File: src/rtl/nmsd_pkg.sv
// Shared types and constants for the nearest model squared distance core.
`timescale 1ns / 1ps
`default_nettype none

package nmsd_pkg;

   localparam int DIST_BITS = 48;
   localparam int IDX_BITS  = 4;

   typedef logic [DIST_BITS-1:0] dist_type;
   typedef logic [IDX_BITS-1:0]  idx_type;

   localparam dist_type DIST_MAX = '1;

   // Per-request control that travels alongside the squared difference.
   typedef struct packed {
      idx_type idx;
      logic    last_model;
      logic    last_all;
   } ctrl_type;

endpackage

`default_nettype wire

File: src/rtl/nmsd_req_if.sv
// Request channel interface: one query/model frequency pair per request.
`timescale 1ns / 1ps
`default_nettype none

interface nmsd_req_if #(
   parameter int FREQ_BITS = 16
);
   import nmsd_pkg::*;

   logic                 valid;
   logic                 ready;
   logic [FREQ_BITS-1:0] query_freq;
   logic [FREQ_BITS-1:0] model_freq;
   idx_type              model_index;
   logic                 last_of_model;
   logic                 last_of_all;

   modport source (
      output valid, query_freq, model_freq, model_index, last_of_model, last_of_all,
      input  ready
   );

   modport sink (
      input  valid, query_freq, model_freq, model_index, last_of_model, last_of_all,
      output ready
   );

endinterface

`default_nettype wire

File: src/rtl/nmsd_rsp_if.sv
// Response channel interface: per-model distance and best model so far.
`timescale 1ns / 1ps
`default_nettype none

interface nmsd_rsp_if;
   import nmsd_pkg::*;

   logic     valid;
   logic     ready;
   dist_type model_distance;
   idx_type  finished_model;
   idx_type  best_model;
   logic     best_found;
   logic     final_res;

   modport source (
      output valid, model_distance, finished_model, best_model, best_found, final_res,
      input  ready
   );

   modport sink (
      input  valid, model_distance, finished_model, best_model, best_found, final_res,
      output ready
   );

endinterface

`default_nettype wire

File: src/rtl/nmsd_square.sv
// Input register and absolute-difference squaring stage.
`timescale 1ns / 1ps
`default_nettype none

module nmsd_square #(
   parameter int FREQ_BITS = 16
) (
   input  wire logic                      clock,
   input  wire logic                      reset,
   nmsd_req_if.sink                       req_ch,
   output logic                           sq_valid,
   input  wire logic                      sq_ready,
   output logic [2*FREQ_BITS-1:0]         sq_data,
   output nmsd_pkg::ctrl_type             sq_ctrl
);
   import nmsd_pkg::*;

   localparam int SQ_BITS = 2 * FREQ_BITS;

   logic                 s1_valid_ff;
   logic [FREQ_BITS-1:0] s1_q_ff;
   logic [FREQ_BITS-1:0] s1_m_ff;
   ctrl_type             s1_ctrl_ff;
   logic                 sq_valid_ff;
   logic [SQ_BITS-1:0]   sq_ff;
   logic [SQ_BITS-1:0]   sq_in;
   ctrl_type             sq_ctrl_ff;
   logic [FREQ_BITS-1:0] diff;
   logic                 s1_go;
   logic                 accept;

   assign s1_go        = s1_valid_ff && (!sq_valid_ff || sq_ready);
   assign req_ch.ready = !s1_valid_ff || s1_go;
   assign accept       = req_ch.valid && req_ch.ready;

   assign diff  = (s1_q_ff >= s1_m_ff) ? (s1_q_ff - s1_m_ff) : (s1_m_ff - s1_q_ff);
   assign sq_in = SQ_BITS'(diff) * SQ_BITS'(diff);

   always_ff @(posedge clock) begin
      if (reset) begin
         s1_valid_ff <= 1'b0;
         sq_valid_ff <= 1'b0;
      end else begin
         if (req_ch.ready) begin
            s1_valid_ff <= req_ch.valid;
         end
         if (!sq_valid_ff || sq_ready) begin
            sq_valid_ff <= s1_valid_ff;
         end
      end
   end

   always_ff @(posedge clock) begin
      if (accept) begin
         s1_q_ff               <= req_ch.query_freq;
         s1_m_ff               <= req_ch.model_freq;
         s1_ctrl_ff.idx        <= req_ch.model_index;
         s1_ctrl_ff.last_model <= req_ch.last_of_model;
         s1_ctrl_ff.last_all   <= req_ch.last_of_all;
      end
      if (s1_go) begin
         sq_ff      <= sq_in;
         sq_ctrl_ff <= s1_ctrl_ff;
      end
   end

   assign sq_valid = sq_valid_ff;
   assign sq_data  = sq_ff;
   assign sq_ctrl  = sq_ctrl_ff;

endmodule

`default_nettype wire

File: src/rtl/nmsd_accum.sv
// Saturating accumulator, best-model tracking and response register.
`timescale 1ns / 1ps
`default_nettype none

module nmsd_accum #(
   parameter int FREQ_BITS = 16
) (
   input  wire logic                      clock,
   input  wire logic                      reset,
   input  wire logic                      sq_valid,
   output logic                           sq_ready,
   input  wire logic [2*FREQ_BITS-1:0]    sq_data,
   input  wire nmsd_pkg::ctrl_type        sq_ctrl,
   input  wire nmsd_pkg::dist_type        limit,
   nmsd_rsp_if.source                     rsp_ch
);
   import nmsd_pkg::*;

   localparam int WIDE_BITS = DIST_BITS + 1;

   dist_type               sum_ff;
   dist_type               sum_in;
   logic [WIDE_BITS-1:0]   sum_wide;
   dist_type               best_dist_ff;
   idx_type                best_idx_ff;
   logic                   best_valid_ff;
   logic                   rsp_valid_ff;
   dist_type               rsp_dist_ff;
   idx_type                rsp_fin_ff;
   idx_type                rsp_best_ff;
   logic                   rsp_found_ff;
   logic                   rsp_final_ff;
   idx_type                best_in;
   logic                   close;
   logic                   out_free;
   logic                   sq_go;
   logic                   better;

   assign close    = sq_ctrl.last_model || sq_ctrl.last_all;
   assign out_free = !rsp_valid_ff || rsp_ch.ready;
   assign sq_go    = sq_valid && (!close || out_free);
   assign sq_ready = !sq_valid || sq_go;

   assign sum_wide = {1'b0, sum_ff} + WIDE_BITS'(sq_data);
   assign sum_in   = sum_wide[DIST_BITS] ? DIST_MAX : sum_wide[DIST_BITS-1:0];

   assign better  = close && (sum_in < limit) && (!best_valid_ff || sum_in < best_dist_ff);
   assign best_in = better ? sq_ctrl.idx : (best_valid_ff ? best_idx_ff : '0);

   always_ff @(posedge clock) begin
      if (reset) begin
         sum_ff        <= '0;
         best_valid_ff <= 1'b0;
         rsp_valid_ff  <= 1'b0;
      end else begin
         if (sq_go) begin
            sum_ff <= close ? '0 : sum_in;
            if (close && sq_ctrl.last_all) begin
               best_valid_ff <= 1'b0;
            end else if (better) begin
               best_valid_ff <= 1'b1;
            end
         end
         if (out_free) begin
            rsp_valid_ff <= sq_valid && close;
         end
      end
   end

   always_ff @(posedge clock) begin
      if (sq_go && better) begin
         best_dist_ff <= sum_in;
         best_idx_ff  <= sq_ctrl.idx;
      end
      if (sq_go && close) begin
         rsp_dist_ff  <= sum_in;
         rsp_fin_ff   <= sq_ctrl.idx;
         rsp_best_ff  <= best_in;
         rsp_found_ff <= better || best_valid_ff;
         rsp_final_ff <= sq_ctrl.last_all;
      end
   end

   assign rsp_ch.valid          = rsp_valid_ff;
   assign rsp_ch.model_distance = rsp_dist_ff;
   assign rsp_ch.finished_model = rsp_fin_ff;
   assign rsp_ch.best_model     = rsp_best_ff;
   assign rsp_ch.best_found     = rsp_found_ff;
   assign rsp_ch.final_res      = rsp_final_ff;

   a_best_zero: assert property (@(posedge clock) disable iff (reset)
      rsp_ch.valid && !rsp_ch.best_found |-> rsp_ch.best_model == '0)
      else $error("best_model nonzero without best_found");

   a_close_rsp: assert property (@(posedge clock) disable iff (reset)
      sq_go && close |=> rsp_ch.valid)
      else $error("closing request produced no response");

   a_seq_clear: assert property (@(posedge clock) disable iff (reset)
      sq_go && close && sq_ctrl.last_all |=> !best_valid_ff && sum_ff == '0)
      else $error("search state not cleared at sequence end");

   a_sum_mono: assert property (@(posedge clock) disable iff (reset)
      sq_go && !close |=> sum_ff >= $past(sum_ff))
      else $error("running sum decreased within a model");

endmodule

`default_nettype wire

File: src/rtl/nearest_model_squared_distance_core.sv
// Top level of the nearest model squared distance core.
//
// Usage:
//   req_ch carries one request per cycle while ready is high: a query
//   and a model frequency element (unsigned Q0.FREQ_BITS), the model
//   index and end-of-model / end-of-sequence flags. Each model's squared
//   differences are summed in a 48-bit saturating accumulator.
//   rsp_ch returns one response per request that ends a model: that
//   model's distance, its index, the best model so far and whether any
//   model beat the limit. final_res marks the end of the sequence, after
//   which the search starts over.
//   csr_wr_en / csr_wr_data write distance_limit; write only while idle.
// Pipeline: a request passes the input, square and response registers.
//   Throughput: one request per cycle unless a held response backs it up,
//   set by the single square stage and the single accumulate/compare stage.
// Reset: pipeline empties, the running sum and best model clear and
//   distance_limit returns to all ones.
// Stall: while rsp_ch.ready is low a held response keeps its value;
//   requests that end no model keep flowing, one that ends a model
//   waits in the pipeline, and req_ch.ready drops once it backs up.
`timescale 1ns / 1ps
`default_nettype none

module nearest_model_squared_distance_core #(
   parameter int FREQ_BITS = 16
) (
   input  wire logic                  clock,
   input  wire logic                  reset,
   nmsd_req_if.sink                   req_ch,
   nmsd_rsp_if.source                 rsp_ch,
   input  wire logic                  csr_wr_en,
   input  wire nmsd_pkg::dist_type    csr_wr_data
);
   import nmsd_pkg::*;

   logic                   sq_valid;
   logic                   sq_ready;
   logic [2*FREQ_BITS-1:0] sq_data;
   ctrl_type               sq_ctrl;
   dist_type               limit_ff;

   always_ff @(posedge clock) begin
      if (reset) begin
         limit_ff <= DIST_MAX;
      end else if (csr_wr_en) begin
         limit_ff <= csr_wr_data;
      end
   end

   nmsd_square #(
      .FREQ_BITS (FREQ_BITS)
   ) u_square (
      .clock    (clock),
      .reset    (reset),
      .req_ch   (req_ch),
      .sq_valid (sq_valid),
      .sq_ready (sq_ready),
      .sq_data  (sq_data),
      .sq_ctrl  (sq_ctrl)
   );

   nmsd_accum #(
      .FREQ_BITS (FREQ_BITS)
   ) u_accum (
      .clock    (clock),
      .reset    (reset),
      .sq_valid (sq_valid),
      .sq_ready (sq_ready),
      .sq_data  (sq_data),
      .sq_ctrl  (sq_ctrl),
      .limit    (limit_ff),
      .rsp_ch   (rsp_ch)
   );

endmodule

`default_nettype wire

File: src/flat_wrapper.sv
// flat-port wrapper written by rule: the top's interface ports become plain ports
module nearest_model_squared_distance_core_flat import nmsd_pkg::*;
#(
   parameter int FREQ_BITS = 16
)
  (clock, reset, csr_wr_en, csr_wr_data, req_ch_valid, req_ch_query_freq, req_ch_model_freq, req_ch_model_index, req_ch_last_of_model, req_ch_last_of_all, req_ch_ready, rsp_ch_valid, rsp_ch_model_distance, rsp_ch_finished_model, rsp_ch_best_model, rsp_ch_best_found, rsp_ch_final_res, rsp_ch_ready);
  nmsd_req_if #(.FREQ_BITS(FREQ_BITS)) req_ch_i ();
  nmsd_rsp_if rsp_ch_i ();
  input  wire logic clock;
  input  wire logic reset;
  input  wire logic csr_wr_en;
  input  wire nmsd_pkg::dist_type csr_wr_data;
  input wire logic [$bits(req_ch_i.valid)-1:0] req_ch_valid;
  input wire logic [$bits(req_ch_i.query_freq)-1:0] req_ch_query_freq;
  input wire logic [$bits(req_ch_i.model_freq)-1:0] req_ch_model_freq;
  input wire logic [$bits(req_ch_i.model_index)-1:0] req_ch_model_index;
  input wire logic [$bits(req_ch_i.last_of_model)-1:0] req_ch_last_of_model;
  input wire logic [$bits(req_ch_i.last_of_all)-1:0] req_ch_last_of_all;
  output wire logic [$bits(req_ch_i.ready)-1:0] req_ch_ready;
  output wire logic [$bits(rsp_ch_i.valid)-1:0] rsp_ch_valid;
  output wire logic [$bits(rsp_ch_i.model_distance)-1:0] rsp_ch_model_distance;
  output wire logic [$bits(rsp_ch_i.finished_model)-1:0] rsp_ch_finished_model;
  output wire logic [$bits(rsp_ch_i.best_model)-1:0] rsp_ch_best_model;
  output wire logic [$bits(rsp_ch_i.best_found)-1:0] rsp_ch_best_found;
  output wire logic [$bits(rsp_ch_i.final_res)-1:0] rsp_ch_final_res;
  input wire logic [$bits(rsp_ch_i.ready)-1:0] rsp_ch_ready;
  assign req_ch_i.valid = req_ch_valid;
  assign req_ch_i.query_freq = req_ch_query_freq;
  assign req_ch_i.model_freq = req_ch_model_freq;
  assign req_ch_i.model_index = req_ch_model_index;
  assign req_ch_i.last_of_model = req_ch_last_of_model;
  assign req_ch_i.last_of_all = req_ch_last_of_all;
  assign req_ch_ready = req_ch_i.ready;
  assign rsp_ch_valid = rsp_ch_i.valid;
  assign rsp_ch_model_distance = rsp_ch_i.model_distance;
  assign rsp_ch_finished_model = rsp_ch_i.finished_model;
  assign rsp_ch_best_model = rsp_ch_i.best_model;
  assign rsp_ch_best_found = rsp_ch_i.best_found;
  assign rsp_ch_final_res = rsp_ch_i.final_res;
  assign rsp_ch_i.ready = rsp_ch_ready;
  nearest_model_squared_distance_core #(.FREQ_BITS(FREQ_BITS)) u_core (.clock(clock), .reset(reset), .req_ch(req_ch_i), .rsp_ch(rsp_ch_i), .csr_wr_en(csr_wr_en), .csr_wr_data(csr_wr_data));
endmodule
File: config.mk
export PLATFORM = sky130hd
export DESIGN_NAME = nearest_model_squared_distance_core_flat
export DESIGN_NICKNAME = d
export VERILOG_FILES = /design/src/rtl/nmsd_pkg.sv /design/src/rtl/nmsd_req_if.sv /design/src/rtl/nmsd_rsp_if.sv /design/src/rtl/nmsd_square.sv /design/src/rtl/nmsd_accum.sv /design/src/rtl/nearest_model_squared_distance_core.sv /design/src/flat_wrapper.sv
export SDC_FILE = /design/constraint.sdc
export NUM_CORES = 1
export LEC_CHECK = 0
export BUFFER_PORTS_ARGS = -buffer_cell sky130_fd_sc_hd__buf_4
export CAP_MARGIN = 5
export CORE_AREA = 2 2 193 195
export CTS_CLUSTER_SIZE = 14
export DETAILED_ROUTE_END_ITERATION = 10
export DIE_AREA = 0 0 195 197
export PLACE_DENSITY = 0.94
export SYNTH_ARGS = -nofsm -noshare
export SYNTH_HDL_FRONTEND = slang
export SYNTH_HIERARCHICAL = 1
export SYNTH_SLANG_ARGS = --single-unit
export TNS_END_PERCENT = 5
File: constraint.sdc
create_clock -name clock -period 13.5 [get_ports clock]
set_input_delay 4.05 -clock clock [delete_from_list [all_inputs] [get_ports clock]]
set_output_delay 4.05 -clock clock [all_outputs]
set_load 0.1 [all_outputs]
Word level (Yosys, flattened, before mapping)
Cells that the tools add are included.
Operators by class
  mux-type cells: 7
  eq/ne operators: 0
  $lt $le $gt $ge: 3
  shifts and indexed selects: 0
  add/subtract/negate cells: 3
  reduce and logical (&&, ||, !) cells: 24
  $mul: 1
  bitwise logic cells: 0
  divide/modulo/power cells: 0
Operators by type and width (number)
  $lt 48x48->1: 2
  $mux 48: 2
  $add 48x32->49: 1
  $mul 16x16->32: 1
  $sub 16x16->16: 2
  $ge 16x16->1: 1
  $mux 16: 1
  $logic_and 1x1->1: 9
  $logic_or 1x1->1: 8
  $mux 4: 2
  $logic_not 1->1: 5
  $mux 1: 2
  $reduce_and 2->1: 1
  $reduce_bool 2->1: 1
Word-level totals
  bits in writable memories: 0
  output and inout port bits: 60
  flip-flop bits (word level): 286
  memories kept: 0
  bits in read-only memories: 0
  bits of input ports: 91
  latch bits: 0

Longest topological paths before layout
  depth after elaboration: 9
  gate-level depth with buffers: 39
  depth with buffers taken out: 36

Hierarchy
Netlist, hierarchy kept.
Modules (own cells, without submodules)
  nmsd_square: area each 11382.2 sq um, seq. area each 2292.2 sq um, cells an instance 1160, instances 1
  nmsd_accum: area each 10223.6 sq um, seq. area each 4304.1 sq um, cells an instance 1049, instances 1
  nearest_model_squared_distance_core: area each 1771.7 sq um, seq. area each 960.9 sq um, cells an instance 159, instances 1

Worst setup path before layout
No wires, ideal clock.
  kind: in2out
  from: input port rsp_ch_ready
  to: output port req_ch_ready
  path buffers: 0
  arrival time: 5.349 ns
  required time: 9.450 ns
  path slack: 4.101 ns
  stages on the path: 4
  cells stage by stage: nand2b_1 or2_2 nor2b_1 nand2_1
On the way
  longest elaborated chain between the ends: 7
Ends and longest elaborated chain
  from (decl): RTL line flat_wrapper.sv:26  | input wire logic [$bits(rsp_ch_i.ready)-1:0] rsp_ch_ready;
  $logic_or 1x1->1: RTL line nmsd_accum.sv:40  | assign out_free = !rsp_valid_ff || rsp_ch.ready;
  $logic_or 1x1->1: RTL line nmsd_accum.sv:41  | assign sq_go = sq_valid && (!close || out_free);
  $logic_and 1x1->1: RTL line nmsd_accum.sv:41
  $logic_or 1x1->1: RTL line nmsd_accum.sv:42  | assign sq_ready = !sq_valid || sq_go;
  net u_core.sq_ready: RTL line nearest_model_squared_distance_core.sv:37  | logic sq_ready;
  $logic_or 1x1->1: RTL line nmsd_square.sv:32  | assign s1_go = s1_valid_ff && (!sq_valid_ff || sq_ready);
  $logic_and 1x1->1: RTL line nmsd_square.sv:32
  $logic_or 1x1->1: RTL line nmsd_square.sv:33  | assign req_ch.ready = !s1_valid_ff || s1_go;
  to (decl): RTL line flat_wrapper.sv:19  | output wire logic [$bits(req_ch_i.ready)-1:0] req_ch_ready;
The timed path passes the listed nets, and every way through them passes these cells.

Worst setup path in the final report
  from: register u_core.u_square.s1_q_ff[0]
  to: register u_core.u_square.sq_ff[26], in the netlist u_core/u_square/sq_data[26] (data pin)
On the way
  longest elaborated chain between the ends: 3
Ends and longest elaborated chain
  from (decl): RTL line nmsd_square.sv:21  | logic [FREQ_BITS-1:0] s1_q_ff;
  from (signal assigned): RTL line nmsd_square.sv:55  | s1_q_ff <= req_ch.query_freq;
  $sub 16x16->16 / $ge 16x16->1 (equally long branches): RTL line nmsd_square.sv:36  | assign diff = (s1_q_ff >= s1_m_ff) ? (s1_q_ff - s1_m_ff) : (s1_m_ff - s1_q_ff);
  $mux 16 (*): RTL line nmsd_square.sv:36
  $mul 16x16->32 (*): RTL line nmsd_square.sv:37  | assign sq_in = SQ_BITS'(diff) * SQ_BITS'(diff);
  net u_core.u_square.sq_in[26]: RTL line nmsd_square.sv:26  | logic [SQ_BITS-1:0] sq_in;
  to (signal assigned): RTL line nmsd_square.sv:62  | sq_ff <= sq_in;
  to (decl): RTL line nmsd_square.sv:25  | logic [SQ_BITS-1:0] sq_ff;
The timed path passes the listed nets; every way through them passes the cells marked *.
A chain may end at the register's enable or synchronous reset.

==> flow_summary.toml <==
[critical_path]
reg2reg_slack_ns = 3.73
required_ns = 13.82
regToRegEndpoint = "u_core/u_square/sq_data[26]$_DFFE_PP_"
crit_path_top_delay_cell = "xor2_1"
worstSetupEndpointType = "flip-flop"
arrival_ns = 10.09
worst-r2r-cell-count = 31
path_common_cell = "fa_1"
crit_path_max_incr_delay_ns = 0.89
startpoint_type = "flip-flop"
crit_fanout = 19
r2r_start = "u_core/u_square/s1_q_ff[0]$_DFFE_PP_"
critPathKind = "flip-flop to flip-flop"

[detailed_routing]
vias = 18000
wl_per_cell_um = 18.4
drt_wl_total_um = 54800
drtPass1Iterations = 6
drtIter0Drc = 1298
vias_per_cell = 6.05
post-route-drc-count = 0
antenna_left = 0

[cts]
clock_sinks = 285
cts_buffers = 31
clock_latency_ns = 0.60
cts_setup_buffers = 0
ctsResizeCount = 0
cts_htree_levels = 1
tritoncts = "yes"
clockBufferDepth = 3
root_buffer = "clkbuf_16"
cts_hold_buf = 0
clk_pin_slew_ns = 0.07

[timing]
fin_skew_ns = 0.0201
finalCriticalPeriod_ns = 9.77
worst_pin_slew_ns = 1.12
finalHoldViolations = 0
setup_viol = 0
tns_ns = 0
grt_setup_unrepaired = "false"
slew_headroom = 0.249
timing.fmax_ghz = 0.102
finalMaxSlewViolations = 0
fin_crit_sh = 0.724
setup_slack_ns = 3.73

[synth]
syn_avg_cell_area_sq_um = 9.87
synth_top_family_by_area = "adder cells"
syn_inst = 2368
synth_edf_count = 185
synth_ff_type = "edfxtp_1"
syn_area_sq_mm = 0.0234
synthTopCellsByArea = "edfxtp_1 24%, fa_1 14%, ha_1 14%"
synthAdderAreaFrac = 0.279
synth_most_common_cell = "inv_1"
synth-compound-area-share = 0.139
synthDistinctLibCells = 107
synthArstFlopShare = 0
synth.largest_area_cell = "edfxtp_1"
synthTopCellsByCount = "377 x inv_1, 255 x ha_1, 196 x nand2_1"
ys_ff_latch = 285
postSynthNetCount = 2881
yosysSeqAreaShare = 0.323
yosys.area_share.simple = 0.133
synth_top_area_frac = 0.238
synth-xor-area-share = 0.0357
yosys_warnings = 6
synth_mux_area_frac = 0.00888

[hold_path]
holdCritStartpoint = "u_core/u_square/s1_ctrl_ff[4]$_DFFE_PP_"
hold_end = "u_core/u_square/sq_ctrl[4]$_DFFE_PP_"
whs_path_depth = 0
hold_class = "flip-flop to flip-flop"

[run_status]
run_status = "finished, final reports clean"

[final_layout]
seq_area_sq_mm = 0.00756
multi_input_area_sq_mm = 0.0140
drive_gt1_frac = 0.118
area_growth_pct = 10.3
nets = 2996
diodes = 0
fillCellCount = 2428
design_area_sq_mm = 0.0258

[placed_design]
portBuffers = 150
dp_hpwl_um = 41300
preCtsSetupSlack_ns = 4.01
placed_area_sq_mm = 0.0248
gp_congestion = 0.962

[floorplanning]
die_y_um = 197
die_w_um = 195
fp.coreArea_sq_mm = 0.0363
start_util = 0.645
dieArea_sq_mm = 0.0384
pin_count = 151
num_rows = 70

[job]
cap_violations = 0

[global_routing]
gr-total-overflow = 0
grt_usage = 0.285
antenna_found_initial = 0
grt_pass1_wl_um = 89700
grt_pass1_vias = 18700
grt_max_degree = 97
layout by cell type, fill, tap and decap left out, types with 12 or more instances in the layout:
cell type / count
buf_4: 163
edfxtp_1: 185
o21a_1: 13
nand2_1: 196
and2_1: 15
a31oi_1: 12
a21o_1: 39
clkbuf_16: 33
nor2_1: 149
a21oi_1: 110
nand2b_1: 15
xor2_1: 30
o21ai_0: 75
dfxtp_1: 100
a211o_1: 52
a211oi_1: 24
nor3_1: 23
inv_1: 377
and3_1: 17
a22o_1: 18
fa_1: 167
nand4_1: 25
xnor2_1: 46
ha_1: 255
nor2b_1: 72
o211ai_1: 17
nand3_1: 43
routing by layer:
layer / wire (um) / part of all wire / global-route usage / vias up
met1: 21000 / 0.38 / 0.339 / 8636
met4: 1970 / 0.036 / 0.111 / 0
met3: 3900 / 0.071 / 0.0390 / 187
met2: 27900 / 0.51 / 0.525 / 881
met5: 0 / 0 / 0 / -
li1: - / - / - / 8312
logic make-up after synthesis:
family,Yosys count
adders and majority gates,422
xor gates and xnor gates,85
AOI/OAI and AO/OA,462
other,1
DFF,285
buffers and inverters,468
muxes,18
and+or+nand+nor,627
state kept, by name, indices dropped and copies added (netlist names), 4 cells and up:
name / flops
u_core/u_square/s1_m_ff: 16
u_core/u_square/sq_data: 31
u_core/u_accum/sum_ff: 48
u_core/u_square/s1_ctrl_ff: 6
u_core/limit_ff: 48
u_core/u_accum/best_dist_ff: 48
u_core/u_accum/rsp_ch.best_model: 4
u_core/u_accum/rsp_ch.finished_model: 4
u_core/u_square/s1_q_ff: 16
u_core/u_accum/best_idx_ff: 4
u_core/u_square/sq_ctrl: 6
u_core/u_accum/rsp_ch.model_distance: 48
area by class of cell:
type | instances | share of cell area
Clock buffer | 44 | 0.0352
Clock inverter | 14 | 0.00451
Inverter | 387 | 0.0563
Multi-Input combinational cell | 1615 | 0.541
Sequential cell | 285 | 0.293
Tap cell | 468 | 0.0227
Timing Repair Buffer | 163 | 0.0474
how the worst max path moves through the flow:
| stage | end | from | cells after the start |
|---|---|---|---|
| 6_report | u_core/u_square/sq_data[26]$_DFFE_PP_ | u_core/u_square/s1_q_ff[0]$_DFFE_PP_ | 31 |
| 3_5_place_dp | u_core/u_square/sq_data[26]$_DFFE_PP_ | u_core/u_square/s1_q_ff[0]$_DFFE_PP_ | 31 |
| 4_1_cts | u_core/u_square/sq_data[26]$_DFFE_PP_ | u_core/u_square/s1_q_ff[0]$_DFFE_PP_ | 31 |
| 2_1_floorplan | req_ch_ready | rsp_ch_ready | 4 |
| 5_1_grt | u_core/u_square/sq_data[26]$_DFFE_PP_ | u_core/u_square/s1_q_ff[0]$_DFFE_PP_ | 31 |
| 3_3_place_gp | req_ch_ready | rsp_ch_ready | 6 |
worst max-delay path: cells and delay by family (launching register included):
family | cells | cell delay, ns
adder cells (fa/ha/maj) | 9 | 4.03
AO/OA/AOI/OAI | 12 | 3.09
XOR/XNOR | 1 | 0.89
AND/OR/NAND/NOR | 4 | 0.81
flip-flops | 1 | 0.39
buffers and inverters | 5 | 0.26
per-stage QoR:
step | instances | hold slack, ns | utilization
finish | 2976 | 0.417 | 0.711
CTS | 2976 | 0.419 | 0.711
floorplan | 2368 | 0.400 | -
global placement | 2918 | 0.402 | 0.683
detailed placement | 2918 | 0.405 | 0.683
global route | 2976 | 0.425 | 0.711
Power is left out: the tool's default activity adds up to more than one toggle a clock period on the data nets, which glitch-free logic cannot reach.
